File: config.mk
export PLATFORM = sky130hd
export DESIGN_NAME = drive_ramp_watchdog_controller_unit
export DESIGN_NICKNAME = d
export VERILOG_FILES = /design/src/design/drw_pkg.sv /design/src/design/drw_in_reg.sv /design/src/design/drw_core.sv /design/src/design/drw_out_reg.sv /design/src/design/drive_ramp_watchdog_controller_unit.sv
export SDC_FILE = /design/constraint.sdc
export NUM_CORES = 1
export LEC_CHECK = 0
export BUFFER_PORTS_ARGS = -buffer_cell sky130_fd_sc_hd__buf_2
export CORE_ASPECT_RATIO = 0.7
export CORE_MARGIN = 2
export CORE_UTILIZATION = 66
export DETAILED_ROUTE_END_ITERATION = 8
export PLACE_DENSITY_LB_ADDON = 0.12
export SYNTH_ARGS = -nofsm -noshare
export SYNTH_HDL_FRONTEND = slang
export SYNTH_SLANG_ARGS = --single-unit
File: constraint.sdc
create_clock -name clk -period 12.5 [get_ports clk]
set_clock_uncertainty 0.1 [all_clocks]
set_input_delay 2.5 -clock clk [delete_from_list [all_inputs] [get_ports clk]]
set_output_delay 2.5 -clock clk [all_outputs]
set_load 0.05 [all_outputs]
File: src/design/drw_pkg.sv
// drw_pkg: shared types, codes and helper functions for the drive ramp watchdog controller
// used by every module of the block; depends on nothing
package drw_pkg;

  localparam int DutyW  = 8;
  localparam int StateW = 2;
  localparam int RampW  = 16;
  localparam int PktW   = 17;
  localparam int CfgIdxW = 2;

  // opcodes
  localparam logic [1:0] OP_TICK  = 2'd0;
  localparam logic [1:0] OP_CMD   = 2'd1;
  localparam logic [1:0] OP_SPEED = 2'd2;

  // drive states
  localparam logic [StateW-1:0] ST_IDLE = 2'd0;
  localparam logic [StateW-1:0] ST_FWD  = 2'd1;
  localparam logic [StateW-1:0] ST_BACK = 2'd2;

  // command bytes
  localparam logic [7:0] CMD_FWD  = 8'h57;
  localparam logic [7:0] CMD_BACK = 8'h53;
  localparam logic [7:0] CMD_STOP = 8'h58;

  // configuration register indexes
  localparam logic [CfgIdxW-1:0] CFG_RAMP_INTERVAL = 2'd0;
  localparam logic [CfgIdxW-1:0] CFG_WDOG_TIMEOUT  = 2'd1;

  localparam logic [RampW-1:0] RAMP_INTERVAL_RST = 16'd20;
  localparam logic [RampW-1:0] WDOG_TIMEOUT_RST  = 16'd1000;
  localparam logic [RampW-1:0] RAMP_MAX = 16'hFFFF;
  localparam logic [PktW-1:0]  PKT_MAX  = 17'h1FFFF;

  localparam logic [DutyW:0] ACCEL_STEP = 9'd2;
  localparam logic [DutyW:0] DECEL_STEP = 9'd4;

  localparam logic [7:0] PCT_MAX = 8'd100;
  // floor(x/100) == (x * 5243) >> 19 for x up to 25500; 255 folded into the constant
  localparam logic [20:0] TGT_MULT = 21'd1336965;

  typedef struct packed {
    logic [1:0] opcode;
    logic [7:0] command_byte;
    logic [7:0] speed_percent;
  } drw_item_t;

  typedef struct packed {
    logic [StateW-1:0] applied;
    logic [DutyW-1:0]  duty_out;
    logic              brake;
    logic              power;
    logic [1:0]        dir;     // bit0 left, bit1 right
  } drw_drive_t;

  typedef struct packed {
    logic [DutyW-1:0]  pwm_duty;
    logic [StateW-1:0] applied_state;
    logic              left_dir;
    logic              right_dir;
    logic              brake_on;
    logic              power_on;
    logic              watchdog_flag;
    logic [DutyW-1:0]  duty_now;
  } drw_result_t;

  // target duty = 255*(100-p)/100 with p saturated at 100
  function automatic logic [DutyW-1:0] target_from_percent(input logic [7:0] pct);
    logic [6:0]  inv;
    logic [27:0] prod;
    logic [7:0]  diff;
    diff = (pct > PCT_MAX) ? 8'd0 : (PCT_MAX - pct);
    inv  = diff[6:0];
    prod = {21'd0, inv} * {7'd0, TGT_MULT};
    return prod[26:19];
  endfunction

  // drive the pins for a state and duty; idle or zero duty keeps dir and power
  function automatic drw_drive_t drive_apply(input logic [StateW-1:0] st,
                                             input logic [DutyW-1:0]  duty,
                                             input drw_drive_t        prev);
    drw_drive_t d;
    d = prev;
    d.applied = st;
    if (st == ST_IDLE || duty == '0) begin
      d.duty_out = '0;
      d.brake    = 1'b1;
    end else begin
      d.power    = 1'b1;
      d.dir      = (st == ST_FWD) ? 2'b01 : 2'b10;
      d.brake    = 1'b0;
      d.duty_out = duty;
    end
    return d;
  endfunction

endpackage

File: src/design/drw_in_reg.sv
// drw_in_reg: input register stage holding one accepted transaction
// depends on drw_pkg
module drw_in_reg
  import drw_pkg::*;
(
  input  logic      clk,
  input  logic      rst_n,
  input  logic      in_valid,
  output logic      in_stall,
  input  drw_item_t in_item,
  input  logic      advance,
  output logic      item_valid,
  output drw_item_t item
);

  logic      valid_r, valid_nxt;
  drw_item_t item_r;
  logic      take;

  assign in_stall  = valid_r & ~advance;
  assign take      = in_valid & ~in_stall;
  assign valid_nxt = take | (valid_r & ~advance);

  always_ff @(posedge clk) begin
    if (!rst_n) begin
      valid_r <= 1'b0;
    end else begin
      valid_r <= valid_nxt;
    end
  end

  always_ff @(posedge clk) begin
    if (take) begin
      item_r <= in_item;
    end
  end

  assign item_valid = valid_r;
  assign item       = item_r;

endmodule

File: src/design/drw_core.sv
// drw_core: configuration registers, drive state and the per-transaction update
// depends on drw_pkg
module drw_core
  import drw_pkg::*;
(
  input  logic               clk,
  input  logic               rst_n,
  input  logic               cfg_we,
  input  logic [CfgIdxW-1:0] cfg_idx,
  input  logic [RampW-1:0]   cfg_wdata,
  input  logic               fire,
  input  drw_item_t          item,
  output drw_result_t        result
);

  logic [RampW-1:0]  ramp_interval_r, wdog_timeout_r;
  logic [DutyW-1:0]  cur_r, cur_nxt;
  logic [DutyW-1:0]  tgt_r, tgt_nxt;
  logic [StateW-1:0] cmd_r, cmd_nxt;
  logic [RampW-1:0]  ramp_r, ramp_nxt;
  logic [PktW-1:0]   pkt_r, pkt_nxt;
  logic              trip_r, trip_nxt;
  drw_drive_t        drv_r, drv_nxt;

  logic [RampW-1:0]  ramp_inc;
  logic [PktW-1:0]   pkt_inc;
  logic [DutyW:0]    up_sum, dn_lim;
  logic [DutyW-1:0]  cur_step;

  assign ramp_inc = (ramp_r == RAMP_MAX) ? ramp_r : ramp_r + 16'd1;
  assign pkt_inc  = (pkt_r == PKT_MAX) ? pkt_r : pkt_r + 17'd1;
  assign up_sum   = {1'b0, cur_r} + ACCEL_STEP;
  assign dn_lim   = {1'b0, tgt_r} + DECEL_STEP;

  // one ramp step toward target, clamped so it never passes it
  always_comb begin
    cur_step = cur_r;
    if (cur_r < tgt_r) begin
      cur_step = (up_sum > {1'b0, tgt_r}) ? tgt_r : up_sum[DutyW-1:0];
    end else if (cur_r > tgt_r) begin
      cur_step = ({1'b0, cur_r} < dn_lim) ? tgt_r : cur_r - 8'd4;
    end
  end

  always_comb begin
    cur_nxt  = cur_r;
    tgt_nxt  = tgt_r;
    cmd_nxt  = cmd_r;
    ramp_nxt = ramp_r;
    pkt_nxt  = pkt_r;
    trip_nxt = trip_r;
    drv_nxt  = drv_r;
    if (fire) begin
      unique case (item.opcode)
        OP_TICK: begin
          if (ramp_inc >= ramp_interval_r) begin
            cur_nxt  = cur_step;
            ramp_nxt = '0;
            drv_nxt  = drive_apply(cmd_r, cur_step, drv_r);
          end else begin
            ramp_nxt = ramp_inc;
          end
          pkt_nxt = pkt_inc;
          if (!trip_r && pkt_inc > {1'b0, wdog_timeout_r}) begin
            tgt_nxt  = '0;
            cur_nxt  = '0;
            drv_nxt  = drive_apply(ST_IDLE, '0, drv_nxt);
            trip_nxt = 1'b1;
          end
        end
        OP_CMD: begin
          pkt_nxt  = '0;
          trip_nxt = 1'b0;
          priority if (item.command_byte == CMD_FWD) begin
            cmd_nxt = ST_FWD;
          end else if (item.command_byte == CMD_BACK) begin
            cmd_nxt = ST_BACK;
          end else if (item.command_byte == CMD_STOP) begin
            tgt_nxt = '0;
            cur_nxt = '0;
            drv_nxt = drive_apply(ST_IDLE, '0, drv_r);
          end else begin
            cmd_nxt = cmd_r;
          end
        end
        OP_SPEED: begin
          tgt_nxt = target_from_percent(item.speed_percent);
        end
        default: begin
          cur_nxt = cur_r;
        end
      endcase
    end
  end

  always_ff @(posedge clk) begin
    if (!rst_n) begin
      ramp_interval_r <= RAMP_INTERVAL_RST;
      wdog_timeout_r  <= WDOG_TIMEOUT_RST;
    end else if (cfg_we) begin
      if (cfg_idx == CFG_RAMP_INTERVAL) begin
        ramp_interval_r <= cfg_wdata;
      end
      if (cfg_idx == CFG_WDOG_TIMEOUT) begin
        wdog_timeout_r <= cfg_wdata;
      end
    end
  end

  always_ff @(posedge clk) begin
    if (!rst_n) begin
      cur_r          <= '0;
      tgt_r          <= '0;
      cmd_r          <= ST_IDLE;
      ramp_r         <= '0;
      pkt_r          <= '0;
      trip_r         <= 1'b0;
      drv_r.applied  <= ST_IDLE;
      drv_r.duty_out <= '0;
      drv_r.brake    <= 1'b1;
      drv_r.power    <= 1'b0;
      drv_r.dir      <= 2'b00;
    end else begin
      cur_r  <= cur_nxt;
      tgt_r  <= tgt_nxt;
      cmd_r  <= cmd_nxt;
      ramp_r <= ramp_nxt;
      pkt_r  <= pkt_nxt;
      trip_r <= trip_nxt;
      drv_r  <= drv_nxt;
    end
  end

  // result reflects the state after this transaction
  always_comb begin
    result.pwm_duty      = drv_nxt.duty_out;
    result.applied_state = drv_nxt.applied;
    result.left_dir      = drv_nxt.dir[0];
    result.right_dir     = drv_nxt.dir[1];
    result.brake_on      = drv_nxt.brake;
    result.power_on      = drv_nxt.power;
    result.watchdog_flag = trip_nxt;
    result.duty_now      = cur_nxt;
  end

endmodule

File: src/design/drw_out_reg.sv
// drw_out_reg: result register toward the output channel
// depends on drw_pkg
module drw_out_reg
  import drw_pkg::*;
(
  input  logic        clk,
  input  logic        rst_n,
  input  logic        item_valid,
  input  drw_result_t result,
  output logic        advance,
  output logic        out_valid,
  input  logic        out_stall,
  output drw_result_t out_result
);

  logic        valid_r, valid_nxt;
  drw_result_t result_r;

  assign advance   = item_valid & (~valid_r | ~out_stall);
  assign valid_nxt = advance | (valid_r & out_stall);

  always_ff @(posedge clk) begin
    if (!rst_n) begin
      valid_r <= 1'b0;
    end else begin
      valid_r <= valid_nxt;
    end
  end

  always_ff @(posedge clk) begin
    if (advance) begin
      result_r <= result;
    end
  end

  assign out_valid  = valid_r;
  assign out_result = result_r;

endmodule

File: src/design/drive_ramp_watchdog_controller_unit.sv
// drive_ramp_watchdog_controller_unit: top level of the drive ramp and watchdog controller
// depends on drw_pkg, drw_in_reg, drw_core, drw_out_reg
//
// One transaction (a millisecond tick, a command byte or a speed update) is accepted every
// clock cycle while in_stall is low. It is held in the input register, and its result is
// loaded into the result register, which drives out_valid, once that register is empty or
// its result is taken. While a result waits under out_stall one more transaction can enter
// the input register; after that in_stall stays high until the waiting result is taken.
// The state update for a transaction is a single pass of compare, increment and clamp logic,
// so the sustained rate is one transaction per cycle while out_stall is low. Configuration
// writes (index 0 ramp interval, index 1 watchdog timeout, other indexes ignored) are always
// ready and take effect on the next cycle.
module drive_ramp_watchdog_controller_unit
  import drw_pkg::*;
(
  input  logic               clk,
  input  logic               rst_n,
  input  logic               in_valid,
  output logic               in_stall,
  input  logic [1:0]         in_opcode,
  input  logic [7:0]         in_command_byte,
  input  logic [7:0]         in_speed_percent,
  output logic               out_valid,
  input  logic               out_stall,
  output logic [DutyW-1:0]   out_pwm_duty,
  output logic [StateW-1:0]  out_applied_state,
  output logic               out_left_dir,
  output logic               out_right_dir,
  output logic               out_brake_on,
  output logic               out_power_on,
  output logic               out_watchdog_flag,
  output logic [DutyW-1:0]   out_duty_now,
  input  logic               cfg_valid,
  output logic               cfg_ready,
  input  logic [CfgIdxW-1:0] cfg_index,
  input  logic [RampW-1:0]   cfg_data
);

  drw_item_t   in_item, item;
  drw_result_t result, out_result;
  logic        item_valid, advance;

  assign in_item.opcode        = in_opcode;
  assign in_item.command_byte  = in_command_byte;
  assign in_item.speed_percent = in_speed_percent;
  assign cfg_ready             = 1'b1;

  drw_in_reg u_in (
    .clk        (clk),
    .rst_n      (rst_n),
    .in_valid   (in_valid),
    .in_stall   (in_stall),
    .in_item    (in_item),
    .advance    (advance),
    .item_valid (item_valid),
    .item       (item)
  );

  drw_core u_core (
    .clk       (clk),
    .rst_n     (rst_n),
    .cfg_we    (cfg_valid & cfg_ready),
    .cfg_idx   (cfg_index),
    .cfg_wdata (cfg_data),
    .fire      (advance),
    .item      (item),
    .result    (result)
  );

  drw_out_reg u_out (
    .clk        (clk),
    .rst_n      (rst_n),
    .item_valid (item_valid),
    .result     (result),
    .advance    (advance),
    .out_valid  (out_valid),
    .out_stall  (out_stall),
    .out_result (out_result)
  );

  assign out_pwm_duty      = out_result.pwm_duty;
  assign out_applied_state = out_result.applied_state;
  assign out_left_dir      = out_result.left_dir;
  assign out_right_dir     = out_result.right_dir;
  assign out_brake_on      = out_result.brake_on;
  assign out_power_on      = out_result.power_on;
  assign out_watchdog_flag = out_result.watchdog_flag;
  assign out_duty_now      = out_result.duty_now;

endmodule

-- Word-level counts from Yosys, hierarchy flattened
Index checks and enable logic that the tools add are counted.
- add/subtract/negate cells: 6
- $mul: 1
- magnitude comparators: 7
- equality and inequality tests: 13
- muxes and demuxes: 36
- bitwise operators: 11
- reduce and logical (&&, ||, !) cells: 16
- operators by type and width (cell ; number):
    8-bit two-way mux ; 14
    14-bit two-way mux ; 6
    17-bit case mux with 2 select lines ; 1
    16-bit two-way mux ; 2
    14-bit case mux with 2 select lines ; 1
    7-bit by 21-bit multiplier with 27-bit output (second input constant) ; 1
    8-bit by 7-bit equality test with 1-bit output (second input constant) ; 3
    8-bit case mux with 3 select lines ; 1
    17-bit by 1-bit adder with 17-bit output (second input constant) ; 1
    17-bit equality test (second input constant) ; 1
    17-bit by 16-bit greater-than comparator with 1-bit output ; 1
    17-bit two-way mux ; 1
    16-bit by 1-bit adder with 16-bit output (second input constant) ; 1
    16-bit equality test (second input constant) ; 1
    16-bit greater-or-equal comparator ; 1
    8-bit case mux with 2 select lines ; 1
    8-bit by 2-bit adder with 9-bit output (second input constant) ; 1
    8-bit by 3-bit adder with 9-bit output (second input constant) ; 1
    9-bit by 8-bit greater-than comparator with 1-bit output ; 1
    8-bit by 9-bit less-than comparator with 1-bit output ; 1
    9-bit two-way mux ; 1
    8-bit by 7-bit greater-than comparator with 1-bit output (second input constant) ; 1
    8-bit greater-than comparator ; 1
    8-bit logical NOT ; 1
    other kinds (24) ; 45
- register bits after elaboration: 141
- input bits: 41
- output and inout port bits: 26

-- Logic depth before layout (Yosys ltp)
- word-level depth: 12
- mapped depth: 24
- gate-level depth less buffers: 23

-- Modules after synthesis
Synthesis repeated with hierarchy kept, for this count alone.
- cell total of the unflattened synthesis: 1075
- area, all modules: 9412.8 um^2
- by module, submodules not included (module ; times used ; cells an instance ; area each (um^2) ; seq. area each (um^2)):
    drw_core ; 1 ; 1024 ; 8084.0 ; 1961.9
    drw_out_reg ; 1 ; 27 ; 729.4 ; 710.7
    drw_in_reg ; 1 ; 22 ; 588.1 ; 560.5
    drive_ramp_watchdog_controller_unit ; 1 ; 2 ; 11.3 ; 0.0

-- Worst setup path before layout
Ideal clock, no wire load.
- kind: input port to output port
- start: input port out_stall
- end: output port in_stall
- data arrival time: 2970 ps
- required time: 9900 ps
- path slack: 6930 ps
- stages on the path: 1
- buffers on the path: 0
- cells stage by stage: and3_1
- word-level cells in the longest chain between the ends: 5
- RTL lines (item ; RTL line ; text):
    start: declaration ; drive_ramp_watchdog_controller_unit.sv:24 ; input logic out_stall,
    1-bit NOT ; drw_out_reg.sv:19 ; assign advance = item_valid & (~valid_r | ~out_stall);
    1-bit OR ; drw_out_reg.sv:19 ;
    1-bit AND ; drw_out_reg.sv:19 ;
    1-bit NOT ; drw_in_reg.sv:20 ; assign in_stall = valid_r & ~advance;
    1-bit AND ; drw_in_reg.sv:20 ;
    end: declaration ; drive_ramp_watchdog_controller_unit.sv:19 ; output logic in_stall,
No other way between the ends.

-- Worst setup path in the final report
Ends and elaborated chain as after synthesis.

==> flow_metrics.env <==
export IMPL_status="completed"
export IMPL_finalNetCount=1299
export IMPL_numCtsBuffers=17
export IMPL_maxCapViolations=0
export IMPL_ys_seq_area_share_pct=33.8
export IMPL_synth_top_family_by_area="compound AO/OA/AOI/OAI gates"
export IMPL_relSlewSlack_pct=36.2
export IMPL_cpLargestDelayFamily="buffers and inverters"
export IMPL_crit_path_end="in_stall"
export IMPL_fin_crit_ns=5.65
export IMPL_hold_buffers=0
export IMPL_ys_ff_latch=141
export IMPL_crit_chain="buf_2 -> and3_1 -> buf_2"
export IMPL_ys_flop_type="dfxtp_1"
export IMPL_wl_per_cell_um=16.9
export IMPL_synth_compound_area_share_pct=18.6
export IMPL_place_congestion=0.922
export IMPL_synth_simple_area_share_pct=18.1
export IMPL_overflow=0
export IMPL_grt_use_total_pct=30.2
export IMPL_power_density_nw_per_um2=111
export IMPL_cts_resized=0
export IMPL_chipHeight_um=105
export IMPL_hold_viol=0
export IMPL_h_tree_depth=4
export IMPL_syn_nets=1252
export IMPL_area_growth_pct=10.3
export IMPL_setup_viol=0
export IMPL_die_w_um=148
export IMPL_firstDrtPassIters=5
export IMPL_leakagePower_uw=0.00469
export IMPL_worst_pin_slew_ns=0.955
export IMPL_post_synth_top_count_cell="nand2_1"
export IMPL_cts_tree="yes"
export IMPL_synthXorXnorAreaFrac_pct=4.03
export IMPL_r2r_start="u_in.item[0]"
export IMPL_worstPathArrival_ns=3.05
export IMPL_fin_crit_sh_pct=45.2
export IMPL_grt_pass1_wl_um=37800
export IMPL_yosysTopAreaCellShare_pct=20.9
export IMPL_grt_pass1_vias=7548
export IMPL_synthCells=1086
export IMPL_slowest_stage="buf_2"
export IMPL_clkSinkCount=141
export IMPL_path_depth=3
export IMPL_ios=67
export IMPL_worstSetupStartpoint="out_stall"
export IMPL_ys_async_sr_fraction_pct=0
export IMPL_avgViaCountPerCell=6.06
export IMPL_reg2reg_depth=23
export IMPL_die_area_um2=15500
export IMPL_drt_total_wl_um=22500
export IMPL_port_buffer_count=65
export IMPL_regToRegSetupSlack_ns=6.89
export IMPL_cp_max_fo=3
export IMPL_endpoint_kind="primary output"
export IMPL_clk_pin_slew_worst_paths_ns=0.06
export IMPL_crit_top_cell="buf_2"
export IMPL_rsz0062_at_grt="false"
export IMPL_fill_cells=1071
export IMPL_dp_hpwl_um=16800
export IMPL_n_antenna_cell=0
export IMPL_wirelength_met1_um=11200
export IMPL_yosys_warnings=0
export IMPL_netlist_top_cell_by_area="dfxtp_1"
export IMPL_fin_area_um2=10600
export IMPL_peakVddDrop_mv=0.111
export IMPL_syn_area_per_cell_um2=8.81
export IMPL_routed_wl_met2_um=9440
export IMPL_grt_max_degree=74
export IMPL_yosysUniqueCellTypes=91
export IMPL_cts_root_buf="clkbuf_16"
export IMPL_slowest_delay_ns=0.27
export IMPL_drtIter0Drc=778
export IMPL_layout_drive_gt1_share_pct=12.1
export IMPL_slew_viol_final=0
export IMPL_syn_area_um2=9570
export IMPL_hp_class="reg -> reg"
export IMPL_rr_endpoint="u_core.tgt_r[6]"
export IMPL_ant_nets=0
export IMPL_yosys_area_share_adder_pct=17.4
export IMPL_clockBufferDepth=2
export IMPL_num_rows=36
export IMPL_initial_core_util_pct=68.1
export IMPL_ys_top_cells_by_count="nand2_1 (118), ha_1 (112), inv_1 (106)"
export IMPL_drc=0
export IMPL_seq_area_um2=3230
export IMPL_critPathBufInv=2
export IMPL_dr_max_layer_used="met4"
export IMPL_fin_util_pct=75.1
export IMPL_criticalPathCategory="in -> out"
export IMPL_clk_latency_ns=0.42
export IMPL_cp_data_required_time_ns=9.90
export IMPL_multi_input_area_um2=5740
export IMPL_place_area_um2=9960
export IMPL_setup_tns_ns=0
export IMPL_muxShareOfSynthArea_pct=1.69
export IMPL_synth_edff_count=41
export IMPL_max_freq_mhz=177
export IMPL_cp_start_kind="input port"
export IMPL_core_area_um2=14100
export IMPL_postCtsSetupRepairBufs=0
export IMPL_dr_wl_met3_um=1710
export IMPL_antenna_found_initial=0
export IMPL_via_count=8097
export IMPL_synth_top_cells_by_area="dfxtp_1 (21%), ha_1 (15%), edfxtp_1 (13%)"
registers in the layout, summed over array words and instances, names as in the netlist:
| register | cells |
|---|---|
| u_core.cmd_r | 2 |
| u_core.cur_r | 8 |
| u_core.drv_r | 14 |
| u_core.pkt_r | 17 |
| u_core.ramp_interval_r | 16 |
| u_core.ramp_r | 16 |
| u_core.tgt_r | 8 |
| u_core.trip_r | 1 |
| u_core.wdog_timeout_r | 16 |
| u_in.item | 18 |
| u_in.item_valid | 1 |
| u_out.out_result | 23 |
| u_out.out_valid | 1 |
per-layer routing:
layer | vias up | track usage (%)
li1 | 3973 | -
met3 | 19 | 5.94
met1 | 3809 | 46.8
met4 | 0 | 5.78
met2 | 296 | 43.8
met5 | - | 0
worst min-delay path by stage:
stage,from,endpoint,slack (ns),cells past startpoint
floorplan,u_core.drv_r[2],u_core.drv_r[2],0.33,2
CTS,u_core.ramp_interval_r[13],u_core.ramp_interval_r[13],0.36,2
global route,u_core.ramp_interval_r[15],u_core.ramp_interval_r[15],0.38,2
finish,u_core.ramp_interval_r[13],u_core.ramp_interval_r[13],0.35,2
global placement,u_core.drv_r[2],u_core.drv_r[2],0.34,2
detailed placement,u_core.drv_r[2],u_core.drv_r[2],0.34,2
where the power goes:
group | switching [uW] | internal, uW
registers | 7.01 | 482
clock network | 207 | 303
logic | 112 | 63.8
cell type report:
cell class	count	share of cell area, %
Sequential cell	141	30.6
Timing Repair Buffer	68	3.29
Clock inverter	14	1.52
Clock buffer	18	4.16
Multi-Input combinational cell	797	54.3
Tap cell	190	2.25
Inverter	108	3.84
kinds of logic (layout without fill, tap and decap cells):
logic type	count (synthesis)	count (layout)
AND/OR/NAND/NOR	354	354
AO/OA/AOI/OAI	258	258
buffers and inverters	148	208
flip-flops	141	141
adder cells (fa/ha/maj)	125	125
XOR/XNOR	44	44
multiplexers	15	15
other	1	1
metrics by stage:
step                instances  hold slack [ns]  power, uW  setup WS (ns)
finish                   1336            0.352       1180           6.85
global route             1336            0.378       1220           6.42
CTS                      1336            0.356       1180           6.85
detailed placement       1304            0.345        671           6.80
global placement         1304            0.338        666           6.86
floorplan                1086            0.326        628           6.93
tightest hold or removal path, cell delays in order (launching register included):
cell and delay [ns]:
dfxtp_1 0.30, nand2_1 0.05, a21oi_1 0.05
placed cells by master, fill, tap and decap left out, drive strengths merged, types with 28 or more instances in the layout:
cell	count
o21ai	47
nand2	118
dfxtp	100
inv	112
a21oi	80
edfxtp	41
nand3	28
ha	112
buf	68
nor2	89
xnor2	30
Power figures use the tool's default switching activity.
